**src/sv/lpd_pkg.sv**
```systemverilog
`default_nettype none
// ----------------------------------------------------------------------------
// lpd_pkg
// Shared codes and types for the length-prefixed deframer.
// ----------------------------------------------------------------------------
package lpd_pkg;

    localparam logic [1:0] PhaseLength  = 2'd0;
    localparam logic [1:0] PhaseType    = 2'd1;
    localparam logic [1:0] PhasePayload = 2'd2;
    localparam logic [1:0] PhaseError   = 2'd3;

    localparam logic [1:0] KindPayload = 2'd0;
    localparam logic [1:0] KindEmpty   = 2'd1;
    localparam logic [1:0] KindError   = 2'd2;

    localparam logic [1:0]  LastLenByte  = 2'd3;
    localparam logic [31:0] MaxLenReset  = 32'd65536;
    localparam logic        RegMaxLength = 1'b0;

    typedef struct packed {
        logic [1:0] kind;
        logic [7:0] ptype;
        logic [7:0] data;
        logic       first;
        logic       last;
    } t_result;

endpackage
`default_nettype wire

```
**src/sv/length_prefixed_deframer_top.sv**
```systemverilog
`default_nettype none
// ----------------------------------------------------------------------------
// length_prefixed_deframer_top
// Splits a byte stream into length-prefixed frames and emits payload, empty-packet and length-error beats.
// ----------------------------------------------------------------------------
// The block takes one stream byte per cycle when ready and gives at most one
// result beat per input beat, in the cycle after the byte is accepted. A
// single output register holds the result; a new input beat is taken whenever
// that register is empty or is being emptied in the same cycle, so a full
// rate of one beat per cycle is sustained with i_ready high. The frame length
// bound is read from the register when the fourth length byte arrives.
module length_prefixed_deframer_top (
    input  wire logic        i_clk,
    input  wire logic        i_rst_n,
    input  wire logic        i_valid,
    output logic             o_ready,
    input  wire logic [7:0]  i_data_byte,
    input  wire logic        i_link_drop,
    output logic             o_valid,
    input  wire logic        i_ready,
    output logic [1:0]       o_result_kind,
    output logic [7:0]       o_packet_type,
    output logic [7:0]       o_payload_byte,
    output logic             o_first_of_packet,
    output logic             o_last_of_packet,
    input  wire logic        psel,
    input  wire logic        penable,
    input  wire logic        pwrite,
    input  wire logic [2:0]  paddr,
    input  wire logic [31:0] pwdata,
    output logic [31:0]      prdata,
    output logic             pready
);

    logic [31:0] r_max_len;
    logic [1:0]  r_phase,   n_phase;
    logic [1:0]  r_len_cnt, n_len_cnt;
    logic [31:0] r_len_acc, n_len_acc;
    logic [31:0] r_remain,  n_remain;
    logic [7:0]  r_type,    n_type;
    logic        r_first,   n_first;
    logic        r_out_valid;
    lpd_pkg::t_result r_out, n_out;
    logic        n_emit;
    logic        in_acc;
    logic [31:0] len_shift;
    logic        last_pay;

    assign pready  = 1'b1;
    assign prdata  = (paddr[2] == lpd_pkg::RegMaxLength) ? r_max_len : 32'd0;
    assign o_ready = !r_out_valid || i_ready;
    assign in_acc  = i_valid && o_ready;
    assign len_shift = {r_len_acc[23:0], i_data_byte};
    assign last_pay  = (r_remain <= 32'd1);

    always_ff @(posedge i_clk) begin
        if (!i_rst_n) begin
            r_max_len <= lpd_pkg::MaxLenReset;
        end else if (psel && penable && pwrite && pready
                     && paddr[2] == lpd_pkg::RegMaxLength) begin
            r_max_len <= pwdata;
        end
    end

    always_comb begin
        n_phase   = r_phase;
        n_len_cnt = r_len_cnt;
        n_len_acc = r_len_acc;
        n_remain  = r_remain;
        n_type    = r_type;
        n_first   = r_first;
        n_emit    = 1'b0;
        n_out     = '0;
        if (i_link_drop) begin
            n_phase   = lpd_pkg::PhaseLength;
            n_len_cnt = 2'd0;
            n_len_acc = 32'd0;
            n_remain  = 32'd0;
            n_type    = 8'd0;
            n_first   = 1'b0;
        end else begin
            case (r_phase)
                lpd_pkg::PhaseLength: begin
                    if (r_len_cnt != lpd_pkg::LastLenByte) begin
                        n_len_acc = len_shift;
                        n_len_cnt = r_len_cnt + 2'd1;
                    end else begin
                        n_len_cnt = 2'd0;
                        n_len_acc = 32'd0;
                        if (len_shift == 32'd0 || len_shift > r_max_len) begin
                            n_phase    = lpd_pkg::PhaseError;
                            n_emit     = 1'b1;
                            n_out.kind = lpd_pkg::KindError;
                        end else begin
                            n_remain = len_shift - 32'd1;
                            n_phase  = lpd_pkg::PhaseType;
                        end
                    end
                end
                lpd_pkg::PhaseType: begin
                    n_type = i_data_byte;
                    if (r_remain == 32'd0) begin
                        n_phase     = lpd_pkg::PhaseLength;
                        n_emit      = 1'b1;
                        n_out.kind  = lpd_pkg::KindEmpty;
                        n_out.ptype = i_data_byte;
                        n_out.first = 1'b1;
                        n_out.last  = 1'b1;
                    end else begin
                        n_first = 1'b1;
                        n_phase = lpd_pkg::PhasePayload;
                    end
                end
                lpd_pkg::PhasePayload: begin
                    n_emit      = 1'b1;
                    n_out.kind  = lpd_pkg::KindPayload;
                    n_out.ptype = r_type;
                    n_out.data  = i_data_byte;
                    n_out.first = r_first;
                    n_out.last  = last_pay;
                    n_first     = 1'b0;
                    n_remain    = last_pay ? 32'd0 : r_remain - 32'd1;
                    if (last_pay) begin
                        n_phase = lpd_pkg::PhaseLength;
                    end
                end
                default: begin
                end
            endcase
        end
    end

    always_ff @(posedge i_clk) begin
        if (!i_rst_n) begin
            r_phase     <= lpd_pkg::PhaseLength;
            r_len_cnt   <= 2'd0;
            r_len_acc   <= 32'd0;
            r_remain    <= 32'd0;
            r_type      <= 8'd0;
            r_first     <= 1'b0;
            r_out_valid <= 1'b0;
        end else begin
            if (in_acc) begin
                r_phase   <= n_phase;
                r_len_cnt <= n_len_cnt;
                r_len_acc <= n_len_acc;
                r_remain  <= n_remain;
                r_type    <= n_type;
                r_first   <= n_first;
            end
            if (in_acc && n_emit) begin
                r_out_valid <= 1'b1;
            end else if (i_ready) begin
                r_out_valid <= 1'b0;
            end
        end
    end

    always_ff @(posedge i_clk) begin
        if (in_acc && n_emit) begin
            r_out <= n_out;
        end
    end

    assign o_valid           = r_out_valid;
    assign o_result_kind     = r_out.kind;
    assign o_packet_type     = r_out.ptype;
    assign o_payload_byte    = r_out.data;
    assign o_first_of_packet = r_out.first;
    assign o_last_of_packet  = r_out.last;

    a_drop_clears: assert property (@(posedge i_clk) disable iff (!i_rst_n)
        (in_acc && i_link_drop) |=> (r_phase == lpd_pkg::PhaseLength
                                     && r_len_cnt == 2'd0 && !r_first))
        else $error("Link drop did not clear the frame state.");

    a_payload_remain: assert property (@(posedge i_clk) disable iff (!i_rst_n)
        (r_phase == lpd_pkg::PhasePayload) |-> (r_remain != 32'd0))
        else $error("Payload phase entered with no bytes remaining.");

    a_error_fields: assert property (@(posedge i_clk) disable iff (!i_rst_n)
        (o_valid && o_result_kind == lpd_pkg::KindError) |->
        (o_packet_type == 8'd0 && !o_first_of_packet && !o_last_of_packet))
        else $error("Length error beat carries frame marks.");

    a_empty_marks: assert property (@(posedge i_clk) disable iff (!i_rst_n)
        (o_valid && o_result_kind == lpd_pkg::KindEmpty) |->
        (o_first_of_packet && o_last_of_packet && o_payload_byte == 8'd0))
        else $error("Empty packet beat lacks first and last marks.");

endmodule
`default_nettype wire
```
**config.mk**
```make
export PLATFORM = sky130hd
export DESIGN_NAME = length_prefixed_deframer_top
export DESIGN_NICKNAME = d
export VERILOG_FILES = /design/src/sv/lpd_pkg.sv /design/src/sv/length_prefixed_deframer_top.sv
export SDC_FILE = /design/constraint.sdc
export NUM_CORES = 1
export LEC_CHECK = 0
export BUFFER_PORTS_ARGS = -buffer_cell sky130_fd_sc_hd__buf_4
export CAP_MARGIN = 20
export CORE_AREA = 2 2 124 126
export DETAILED_ROUTE_END_ITERATION = 12
export DIE_AREA = 0 0 126 128
export PLACE_DENSITY = 0.81
export SLEW_MARGIN = 0
export SYNTH_ARGS = -nofsm -noshare
export SYNTH_HDL_FRONTEND = slang
export SYNTH_SLANG_ARGS = --single-unit
```
**constraint.sdc**
```tcl
create_clock -name i_clk -period 3.2 [get_ports i_clk]
set_input_delay 0.32 -clock i_clk [delete_from_list [all_inputs] [get_ports i_clk]]
set_output_delay 0.32 -clock i_clk [all_outputs]
set_load 0.05 [all_outputs]
```
After elaboration in Yosys (flattened, before gate mapping)
Index checks and enable logic that the tools add are counted.

word-level totals
  logic and storage cells = 87
  bits of input ports = 51
  output and inout bits = 55
  memories = 0
  latch bits = 0
  memory bits (writable) = 0
  bits in registers = 122
  bits in read-only memories = 0

operators by class
  magnitude comparators = 2
  bitwise operators = 2
  mux-type cells = 37
  eq/ne operators = 7
  reduce and logical (&&, ||, !) cells = 23
  $mul = 0
  div/mod/pow operators = 0
  $add $sub $neg = 3
  shift operators = 0

operators with widths
  cell                                                                               number
  32-bit 2-to-1 mux                                                                  5
  24-bit 2-to-1 mux                                                                  3
  32-bit zero test                                                                   2
  32-bit case mux with 2 select lines                                                1
  32-bit by 1-bit subtractor with 32-bit output, second input constant               2
  32-bit greater-than comparator                                                     1
  32-bit by 1-bit less-or-equal comparator with 1-bit output, second input constant  1
  2-bit 2-to-1 mux                                                                   11
  8-bit 2-to-1 mux                                                                   2
  8-bit case mux with 2 select lines                                                 1
  3-bit != test, second input constant                                               4
  9-bit 2-to-1 mux                                                                   1
  1-bit 2-to-1 mux                                                                   8
  2-bit case mux with 2 select lines                                                 2
  4-bit AND reduction                                                                2
  2-bit case mux with 3 select lines                                                 1
  2-bit nonzero test                                                                 3
  3-bit nonzero test                                                                 2
  1-bit logical AND                                                                  5
  2-bit AND reduction                                                                2
  4-bit nonzero test                                                                 1
  1-bit case mux with 3 select lines                                                 1
  3-bit AND reduction                                                                1
  2-bit by 1-bit adder with 2-bit output, second input constant                      1
  other kinds (9)                                                                    11

Longest topological paths before layout
Gate-level depths: netlist (run 1).

  depth after elaboration = 8
  depth in mapped cells = 11
  gate-level depth less buffers = 9

Worst setup path before layout (run 1)
No wires, ideal clock.

  path type = reg-to-reg
  start = register r_len_acc[3]
  end = register r_out (netlist bit o_first_of_packet) (enable)
  arrival time = 2,974 ps
  period minus slack after synthesis = 3,352 ps
  stages on the path, launching flop included = 10
  library setup time = 378 ps
  required time = 2,822 ps
  path slack = -152 ps
  cell sequence = dfxtp_1 > buf_6 > or4_4 > or3_1 > buf_2 > or4_4 > nor4_1 > nor3_1 > o21ai_0 > and3b_1

between the ends
  word-level cells in the longest chain between the ends = 7

RTL lines
  item                                                                       line                                 RTL
  from (decl)                                                                length_prefixed_deframer_top.sv:38   logic [31:0] r_len_acc, n_len_acc;
  from (signal assigned)                                                     length_prefixed_deframer_top.sv:146  r_len_acc <= n_len_acc;
  32-bit greater-than comparator / 32-bit zero test (equally long branches)  length_prefixed_deframer_top.sv:90   if (len_shift == 32'd0 || len_shift > r_max_len) begin
  1-bit logical OR (*)                                                       length_prefixed_deframer_top.sv:90
  1-bit 2-to-1 mux (*)                                                       length_prefixed_deframer_top.sv:90
  1-bit 2-to-1 mux (*)                                                       length_prefixed_deframer_top.sv:84   if (r_len_cnt != lpd_pkg::LastLenByte) begin
  1-bit case mux with 3 select lines (*)                                     length_prefixed_deframer_top.sv:82   case (r_phase)
  1-bit 2-to-1 mux (*)                                                       length_prefixed_deframer_top.sv:74   if (i_link_drop) begin
  1-bit logical AND (*)                                                      length_prefixed_deframer_top.sv:160  if (in_acc && n_emit) begin
  to (signal assigned)                                                       length_prefixed_deframer_top.sv:161  r_out <= n_out;
  to (decl)                                                                  length_prefixed_deframer_top.sv:43   lpd_pkg::t_result r_out, n_out;

Every way passes the cells marked *; elsewhere a longest branch is shown, timed or not.
A chain may end at the register's enable or synchronous reset.

Worst setup path after layout (run 1)
  start = register r_remain[0]
  end = register r_out (netlist bit o_payload_byte[0]) (enable)

between the ends
  word-level cells in the longest chain between the ends = 5

RTL lines
  item                                line                                 RTL
  from (decl)                         length_prefixed_deframer_top.sv:39   logic [31:0] r_remain, n_remain;
  from (signal assigned)              length_prefixed_deframer_top.sv:147  r_remain <= n_remain;
  32-bit zero test                    length_prefixed_deframer_top.sv:102  if (r_remain == 32'd0) begin
  1-bit 2-to-1 mux                    length_prefixed_deframer_top.sv:102
  1-bit case mux with 3 select lines  length_prefixed_deframer_top.sv:82
  1-bit 2-to-1 mux                    length_prefixed_deframer_top.sv:74
  1-bit logical AND                   length_prefixed_deframer_top.sv:160

Every way passes these cells.

==> results of run 1 <==
[power by group through the flow]
stage | sequential [mW] | combinational (mW) | clock (mW)
floorplan | 1.65 | 0.376 | 0
global route | 1.61 | 0.687 | 2.16
CTS | 1.61 | 0.614 | 2.10
finish | 1.61 | 0.631 | 2.09
global placement | 1.64 | 0.597 | 0
detailed placement | 1.64 | 0.606 | 0
[state kept, by name, indices dropped and copies added, names as in the netlist]
name,count
r_max_len,32
r_remain,32
r_len_acc,24
o_packet_type,8
o_payload_byte,8
r_type,8
o_result_kind,2
r_len_cnt,2
r_phase,2
o_first_of_packet,1
o_last_of_packet,1
o_valid,1
r_first,1
[placed cells by master (no fill, tap or decap), types with 38 or more instances in the layout]
cell	netlist	routed
nor2_1	87	87
nand2_1	134	134
nor3_1	42	42
nand3_1	38	38
a21boi_0	57	57
buf_4	3	152
inv_1	44	44
dfxtp_1	102	102
a21oi_1	47	47
ha_1	40	40
[cell type report]
class	instances	area [sq um]	share of cell area [%]
repair buffers	154	1180	13.0
flip-flops and latches	122	2640	29.0
clock buffers	18	450	4.95
multi-input cells	701	4240	46.6
clock inverters	14	191	2.10
inverters	44	165	1.81
well taps	188	235	2.58
[layer usage]
layer  vias up  routed length [um]
li1       3527                   -
met1      3385                8770
met2       355                9750
met3        51                1630
met4         0                 584
met5         -                   0
[cells by family after synthesis]
group	count (synthesis)
compound gates	232
xor+xnor	30
fa+ha+maj	40
buf+inv	104
flops	122
mux	2
other cells	1
simple gates	396
[worst paths after layout]
| kind | from | to | slack (ns) | depth (start not counted) |
|---|---|---|---|---|
| worst max register to register | r_remain[0] | o_payload_byte[0] | 0.17 | 10 |
| worst max-delay path | r_remain[0] | o_payload_byte[0] | 0.17 | 10 |
| worst min register to register | r_max_len[6] | r_max_len[6] | 0.46 | 2 |
| worst min-delay path | pwdata[16] | r_max_len[16] | 0.12 | 3 |
[worst reg2reg max path: stages (launching register included)]
cell,delay (ns)
dfxtp_1,0.36
inv_1,0.08
ha_1,0.20
or3b_1,0.47
or4_1,0.51
nor2_1,0.22
and3_1,0.23
nor2_1,0.09
o21ai_1,0.17
and3b_2,0.24
buf_12,0.16
[through the flow]
| stage | util [%] | instances | cell area [sq um] |
|---|---|---|---|
| final | 61.3 | 1241 | 9100 |
| after global routing | 61.3 | 1241 | 9100 |
| after CTS | 61.1 | 1240 | 9080 |
| after detailed placement | 56.8 | 1208 | 8440 |
| after global placement | 56.8 | 1208 | 8440 |
| after floorplan | - | 927 | 7310 |
==> run_results.csv, run 1 <==
group,metric,value,unit
outcome,status,"complete, no violations",
sta,drv_slew,0,
route,ant_nets,0,
route,vias,7318,
global_route,grt_pass1_wl,33.9,mm
sta,whs,0.121,ns
layout,num-nets-final,1131,
worst_setup_path,crit_chain,"inv_1 -> ha_1 -> or3b_1 -> or4_1 -> nor2_1 -> and3_1 -> nor2_1 -> o21ai_1 -> and3b_2 -> buf_12",
logic_synthesis,synth_simple_gate_area_share,25.6,%
run,drv_cap,0,
clock_tree,clkSinkCount,122,
sta,worst_pin_slew,0.753,ns
logic_synthesis,synth.avg_cell_area,7.89,sq um
logic_synthesis,synth.most_common_cell,"nand2_1",
min_path,hold_class,"primary input to flip-flop",
sta,fin_skew,0.00606,ns
pwr,p_seq_share,37.1,%
global_route,busiest_layer,"met2",
worst_setup_path,crit_path_top_delay_cell,"or4_1",
logic_synthesis,synth_edf_count,20,
logic_synthesis,netlist.area_leader.share,27.9,%
worst_setup_path,cp.arrival,3.16,ns
pwr,power_density,476,nW/um^2
global_route,grt_use_met2,42.5,%
clock_tree,numCtsBuffers,17,
sta,finalSetupViolations,0,
logic_synthesis,synth-async-reset-ratio,0,%
route,first_pass_iters,6,
pwr,irDropWorstVdd,0.000321,V
clock_tree,clockBufferDepth,2,
logic_synthesis,synth.distinct_cells,66,
worst_setup_path,critPathBufInv,2,
worst_setup_path,startpoint_type,"flip-flop",
placement,place_hpwl,14.1,mm
floorplanning,die_h,128,um
floorplanning,io_pins,106,
sta,fmax,330,MHz
clock_tree,clock_latency,0.43,ns
logic_synthesis,synth_common_cells,"nand2_1 (134), dfxtp_1 (102), nor2_1 (87)",
worst_setup_path,cp-end-kind,"flip-flop",
global_route,grt_pass1_vias,6878,
pwr,p_leak,3.63,nW
global_route,met1_usage,33.0,%
floorplanning,die_area,16100,sq um
route,drt_iter0_markers,675,
logic_synthesis,synth_xor_area_share,3.59,%
route,routed_wl,20.7,mm
logic_synthesis,ys.flop_type,"dfxtp_1",
logic_synthesis,synth_compound_area_share,21.4,%
clock_tree,clockRootBuffer,"clkbuf_16",
sta,hold_viol_final,0,
sta,timing.final.crit_share,94.6,%
logic_synthesis,synthTopCellsByArea,"dfxtp_1 (28%), edfxtp_1 (8.2%), nand2_1 (6.9%)",
global_route,antenna_found_initial,0,
clock_tree,postCtsSetupBuffers,0,
logic_synthesis,yosys.area.top_type,"dfxtp_1",
global_route,track_usage,25.8,%
clock_tree,cts_resized,0,
logic_synthesis,synth_warnings,0,
sta,relSlewSlack,49.8,%
pwr,switchingPower,1.16,mW
worst_setup_path,critPathMaxFanout,20,
route,avgViaCountPerCell,5.90,
global_route,grt_max_degree,70,
floorplanning,die_w,126,um
logic_synthesis,synth_top_family_by_area,"simple AND/OR/NAND/NOR gates",
pwr,combPwrFrac,14.6,%
clock_tree,ctsHtreeMaxLevel,4,
layout,fillers,1255,
placement,pre_cts_ws,-0.00610,ns
route,wl_per_cell,16.7,um
logic_synthesis,synth_fa_ha_area_share,6.85,%
layout,area_growth,24.5,%
sta,post-route-min-period,3.03,ns
pwr,intPower,3.17,mW
sta,setup_tns,0,ns
worst_setup_path,path_class,"flip-flop to flip-flop",
logic_synthesis,synth-seq-area-share,36.1,%
clock_tree,clkSlewWorstSetupHoldPaths,0.06,ns
pwr,total_power,4.33,mW
sta,rsz0062_at_grt,"false",
global_route,use_met3,5.72,%
worst_setup_path,cpPeakStageDelay,0.51,ns
floorplanning,start_util,49.2,%
logic_synthesis,syn_area,7310,sq um
clock_tree,cts_tree,"done",
pwr,clockPowerShare,48.3,%
global_route,gr-total-overflow,0,
logic_synthesis,synthMuxAreaShare,0.274,%
route,remaining_drc_errors,0,
placement,io_buffers,102,
pwr,swShare,26.9,%
logic_synthesis,syn_nets,1018,
worst_setup_path,cp_top_family,"simple AND/OR/NAND/NOR gates",
sta,setup_ws,0.172,ns
worst_setup_path,timing.critical_path.mode_cell,"nor2_1",
layout,post_route_cells_drive_above_1_share,18.7,%
logic_synthesis,ys_ff_latch,122,
layout,antenna_cells,0,
logic_synthesis,syn_inst,927,
clock_tree,ctsHoldBuffers,0,
placement,gp_congestion,0.913,
worst_setup_path,required,3.33,ns
floorplanning,fp-row-count,45,
floorplanning,core,14900,sq um
No activity file was read; power rests on OpenSTA's default activity.
==> run 2: changes to the inputs <==
--- a/config.mk
+++ b/config.mk
@@ -7,10 +7,10 @@
 export LEC_CHECK = 0
 export BUFFER_PORTS_ARGS = -buffer_cell sky130_fd_sc_hd__buf_4
 export CAP_MARGIN = 20
-export CORE_AREA = 2 2 124 126
+export CORE_AREA = 2 2 160 162
 export DETAILED_ROUTE_END_ITERATION = 12
-export DIE_AREA = 0 0 126 128
-export PLACE_DENSITY = 0.81
+export DIE_AREA = 0 0 162 164
+export PLACE_DENSITY = 0.56
 export SLEW_MARGIN = 0
 export SYNTH_ARGS = -nofsm -noshare
 export SYNTH_HDL_FRONTEND = slang
==> run 2 against run 1 <==
Against the previous run: first-iteration DRC count shrank 9.6%; non-clock buffer count grew 8; setup slack gained 0.0073 ns; clock-buffer cell count grew 5; cell count grew 12%; critical path type unchanged; largest power group unchanged.
==> run_results.csv, run 2 (synthesized netlist as in run 1, its figures left out) <==
group,metric,value,unit
clock_tree,numCtsBuffers,17,
route,drt_iter0_markers,610,
pwr,irDropWorstVdd,0.000368,V
global_route,gr-total-overflow,0,
route,vias,7036,
sta,drv_slew,0,
worst_setup_path,cp_top_family,"simple AND/OR/NAND/NOR gates",
route,remaining_drc_errors,0,
worst_setup_path,startpoint_type,"flip-flop",
placement,place_area,8690,sq um
global_route,track_usage,17.0,%
layout,fin_area,9330,sq um
clock_tree,clock_latency,0.42,ns
worst_setup_path,required,3.54,ns
pwr,p_seq_share,38.0,%
placement,dp_cells,1358,
route,first_pass_iters,5,
layout,final_cells,1391,
sta,timing.final.crit_share,94.4,%
worst_setup_path,crit_path_top_delay_cell,"or4_4",
placement,gp_congestion,0.834,
layout,area_growth,27.6,%
placement,place_hpwl,15.8,mm
sta,rsz0062_at_grt,"false",
layout,final_cell_mix,"buf_4 (159), nand2_1 (134), dfxtp_1 (102), nor2_1 (87), a21boi_0 (57)",
placement,io_buffers,102,
clock_tree,clkSlewWorstSetupHoldPaths,0.06,ns
outcome,status,"complete, no violations",
sta,post-route-min-period,3.02,ns
worst_setup_path,timing.critical_path.mode_cell,"or4_4",
floorplanning,io_pins,106,
worst_setup_path,critPathBufInv,1,
sta,fmax,331,MHz
layout,final_common_cell,"buf_4",
floorplanning,fp-row-count,58,
clock_tree,clockRootBuffer,"clkbuf_16",
pwr,swShare,26.7,%
sta,hold_viol_final,0,
worst_setup_path,critPathMaxFanout,13,
global_route,grt_max_degree,57,
worst_setup_path,cpPeakStageDelay,0.53,ns
route,avgViaCountPerCell,5.06,
pwr,switchingPower,1.13,mW
floorplanning,core,24800,sq um
floorplanning,start_util,29.5,%
pwr,p_leak,3.66,nW
pwr,intPower,3.10,mW
layout,antenna_cells,0,
route,ant_nets,0,
route,routed_wl,22.2,mm
floorplanning,die_h,164,um
pwr,total_power,4.24,mW
sta,finalSetupViolations,0,
clock_tree,cts_tree,"done",
pwr,power_density,454,nW/um^2
worst_setup_path,cp.arrival,3.36,ns
route,wl_per_cell,15.9,um
pwr,combPwrFrac,15.1,%
floorplanning,die_area,26600,sq um
clock_tree,clockBufferDepth,2,
sta,relSlewSlack,54.6,%
layout,post_route_cells_drive_above_1_share,19.1,%
worst_setup_path,cp-end-kind,"flip-flop",
layout,top_regs,"r_max_len: 32 flops, r_remain: 32 flops, r_len_acc: 24 flops",
layout,num-nets-final,1139,
min_path,hold_class,"primary input to flip-flop",
layout,fillers,2610,
clock_tree,clkSinkCount,122,
global_route,antenna_found_initial,0,
worst_setup_path,path_class,"flip-flop to flip-flop",
clock_tree,ctsHtreeMaxLevel,4,
sta,worst_pin_slew,0.674,ns
sta,fin_skew,0.00790,ns
worst_setup_path,crit_chain,"or4_4 -> or3_1 -> or4_4 -> o41ai_2 -> o31a_1 -> buf_4 -> nor3_1 -> o22ai_1",
pwr,clockPowerShare,46.9,%
global_route,grt_pass1_vias,6801,
floorplanning,die_w,162,um
sta,whs,0.131,ns
global_route,grt_pass1_wl,36.1,mm
run,drv_cap,0,
[run 2: changes by cell type in the layout (fill, tap and decap cells not counted), sizes merged]
cell / change
inv: -3
clkinvlp: +1
clkbuf: +5
bufinv: -2
buf: +8
clkinv: -1
[run 2: cell type report]
cell class | count | area [sq um] | share of cell area, %
well taps | 330 | 413 | 4.43
clock buffers | 23 | 509 | 5.46
repair buffers | 162 | 1250 | 13.4
inverters | 44 | 165 | 1.77
clock inverters | 9 | 110 | 1.18
multi-input cells | 701 | 4230 | 45.4
flip-flops and latches | 122 | 2640 | 28.3
[run 2: final timing paths]
path                      start             to  slack, ns  depth (start not counted)
setup / recovery   r_len_acc[5]   r_remain[29]       0.18                          8
hold / removal       pwdata[16]  r_max_len[16]       0.13                          3
setup reg to reg   r_len_acc[5]   r_remain[29]       0.18                          8
hold reg to reg   r_max_len[10]  r_max_len[10]       0.46                          2
[run 2: worst reg2reg max path, cell delays in order, from the launching register on]
cell,delay [ns]
dfxtp_1,0.31
or4_4,0.53
or3_1,0.34
or4_4,0.50
o41ai_2,0.34
o31a_1,0.39
buf_4,0.28
nor3_1,0.08
o22ai_1,0.17
[run 2: stage by stage]
| step | setup WS [ns] | utilization [%] | setup TNS [ns] |
|---|---|---|---|
| after CTS | 0.159 | 37.5 | 0 |
| final | 0.179 | 37.6 | 0 |
| after detailed placement | -0.00627 | 35.0 | -0.112 |
| after global routing | 0.0221 | 37.6 | 0 |
| after global placement | 0.0153 | 35.0 | 0 |
| after floorplan | 0.0604 | - | 0 |
[run 2: metal layers]
layer  wire (um)  GRT usage [%]  vias up  share of wire, %
met5           0              0        -                 0
met4         400           5.39        0               1.8
met2       10100           27.1      206                46
met1       10600           23.1     3252                48
met3        1060           3.48       32               4.8
li1            -              -     3546                 -
[run 2: power by group through the flow]
| stage | clock network (mW) | registers (mW) | logic (mW) |
|---|---|---|---|
| final | 1.99 | 1.61 | 0.639 |
| after global routing | 2.09 | 1.61 | 0.706 |
| after CTS | 2.03 | 1.61 | 0.637 |
| after detailed placement | 0 | 1.64 | 0.633 |
| after global placement | 0 | 1.64 | 0.632 |
| after floorplan | 0 | 1.65 | 0.376 |
[run 2: what timing repair did]
action,CTS,global route
setup buffers,0,0
endpoints found under the setup margin,0,20
gates resized for setup,0,1
hold buffers,0,0
==> run 3: changes to the inputs <==
--- a/config.mk
+++ b/config.mk
@@ -10,6 +10,7 @@
 export CORE_AREA = 2 2 160 162
 export DETAILED_ROUTE_END_ITERATION = 12
 export DIE_AREA = 0 0 162 164
+export GPL_TIMING_DRIVEN = 0
 export PLACE_DENSITY = 0.56
 export SLEW_MARGIN = 0
 export SYNTH_ARGS = -nofsm -noshare
==> run 3 against run 2 <==
Against the previous run: cell area grew 0.48%; flip-flop and latch count stayed put; wire length grew 8.4%; register-to-register slack worse by 0.11 ns; worst hold slack lost 0.0096 ns; die area is the same; cell count up 1.0%; sequential power hardly changed; first-iteration DRC count grew 21%; via count grew 4.1%; sequential share of layout area fell by 0.069 points.
==> run_results.csv, run 3 (synthesized netlist as in run 1, its figures left out) <==
group,metric,value,unit
min_path,hold_class,"primary input to flip-flop",
worst_setup_path,cp.arrival,3.25,ns
layout,antenna_cells,0,
route,remaining_drc_errors,0,
route,ant_nets,0,
floorplanning,die_h,164,um
route,avgViaCountPerCell,5.21,
worst_setup_path,reg2reg_depth,8,
clock_tree,clock_latency,0.43,ns
floorplanning,start_util,29.5,%
layout,num-nets-final,1153,
route,vias,7323,
worst_setup_path,required,3.33,ns
placement,place_area,8480,sq um
layout,top_regs,"r_max_len: 32 flops, r_remain: 32 flops, r_len_acc: 24 flops",
global_route,gr-total-overflow,0,
worst_setup_path,crit_chain,"or4_4 -> or3_4 -> buf_6 -> or4_4 -> nor4_4 -> nor3_2 -> o21ai_2 -> and3b_2",
placement,io_buffers,100,
sta,relSlewSlack,52.6,%
worst_setup_path,path_class,"flip-flop to flip-flop",
worst_setup_path,crit_path_top_delay_cell,"or4_4",
floorplanning,die_area,26600,sq um
worst_setup_path,critPathMaxFanout,6,
placement,dp_cells,1357,
layout,final_common_cell,"nand2_1",
clock_tree,clockRootBuffer,"clkbuf_16",
sta,whs,0.121,ns
worst_setup_path,r2r-start,"r_len_acc[5]",
worst_setup_path,timing.critical_path.mode_cell,"or4_4",
floorplanning,core,24800,sq um
clock_tree,clkSlewWorstSetupHoldPaths,0.06,ns
sta,fmax,320,MHz
global_route,grt_pass1_vias,6876,
clock_tree,numCtsBuffers,17,
route,drt_iter0_markers,741,
worst_setup_path,timing.rr.end,"o_payload_byte[7]",
placement,pre_cts_ws,-0.842,ns
worst_setup_path,critPathBufInv,1,
route,wl_per_cell,17.1,um
clock_tree,clkSinkCount,122,
worst_setup_path,cp_top_family,"simple AND/OR/NAND/NOR gates",
global_route,antenna_found_initial,0,
worst_setup_path,startpoint_type,"flip-flop",
sta,timing.final.crit_share,97.7,%
route,first_pass_iters,5,
sta,post-route-min-period,3.13,ns
run,drv_cap,0,
global_route,track_usage,18.2,%
layout,final_cells,1405,
pwr,total_power,4.25,mW
min_path,hp-start,"pwdata[16]",
placement,gp_congestion,0.936,
layout,fin_area,9370,sq um
pwr,p_leak,3.57,nW
layout,final_cell_mix,"nand2_1 (134), buf_4 (112), dfxtp_1 (99), nor2_1 (86), a21boi_0 (57)",
floorplanning,fp-row-count,58,
layout,post_route_cells_drive_above_1_share,17.0,%
sta,drv_slew,0,
pwr,power_density,453,nW/um^2
worst_setup_path,cpPeakStageDelay,0.55,ns
route,routed_wl,24.0,mm
pwr,irDropWorstVdd,0.000380,V
sta,hold_viol_final,0,
sta,worst_pin_slew,0.706,ns
clock_tree,clockBufferDepth,2,
global_route,grt_max_degree,17,
floorplanning,die_w,162,um
min_path,hold_end,"r_max_len[16]",
clock_tree,cts_tree,"done",
layout,post-route-util,37.8,%
sta,setup_ws,0.0738,ns
sta,fin_skew,0.00824,ns
placement,place_hpwl,17.5,mm
sta,setup_tns,0,ns
min_path,hold_depth,3,
worst_setup_path,reg2reg_slack,0.07,ns
clock_tree,ctsHtreeMaxLevel,4,
outcome,status,"complete, no violations",
layout,area_growth,28.2,%
sta,finalSetupViolations,0,
worst_setup_path,cp-end-kind,"flip-flop",
global_route,grt_pass1_wl,37.9,mm
floorplanning,io_pins,106,
[run 3: how the worst max path moves through the flow]
stage	from	cells after the start	to
floorplan	r_len_acc[3]	9	o_first_of_packet
global route	r_len_acc[5]	11	r_remain[8]
detailed placement	i_data_byte[2]	9	o_payload_byte[2]
global placement	i_data_byte[2]	9	o_payload_byte[5]
CTS	r_len_acc[3]	9	o_payload_byte[7]
finish	r_len_acc[5]	8	o_payload_byte[7]
[run 3: final cells by class]
type	count	area [sq um]
fillers	2634	15400
multi-input cells	704	4360
flip-flops and latches	122	2650
repair buffers	114	892
clock buffers	19	475
well taps	330	413
plain buffers	59	290
inverters	44	165
clock inverters	13	129
[run 3: what timing repair did]
item	in CTS	in global routing
cloned	3	2
endpoints found under the setup margin	51	52
gates resized for setup	15	21
hold endpoints to repair	0	0
setup buffers	4	7
pin swaps	8	3
hold buffers	0	0
[run 3: per-layer routing]
layer  global-route usage (%)  vias to the layer above  part of all wire [%]
met3                     3.61                       51                   6.7
met2                     28.9                      290                    46
met5                        0                        -                     0
li1                         -                     3590                     -
met1                     24.1                     3392                    45
met4                     7.48                        0                   2.7
[run 3: tightest hold or removal path: cells and delay by family]
| kind | cells | cell delay [ns] |
|---|---|---|
| and+or+nand+nor | 1 | 0.04 |
| AOI/OAI and AO/OA | 1 | 0.07 |
| buffers and inverters | 1 | 0.08 |
[run 3: where the power goes]
part           internal (mW)  switching [mW]
registers               1.59          0.0290
logic                  0.240           0.422
clock network           1.17           0.794
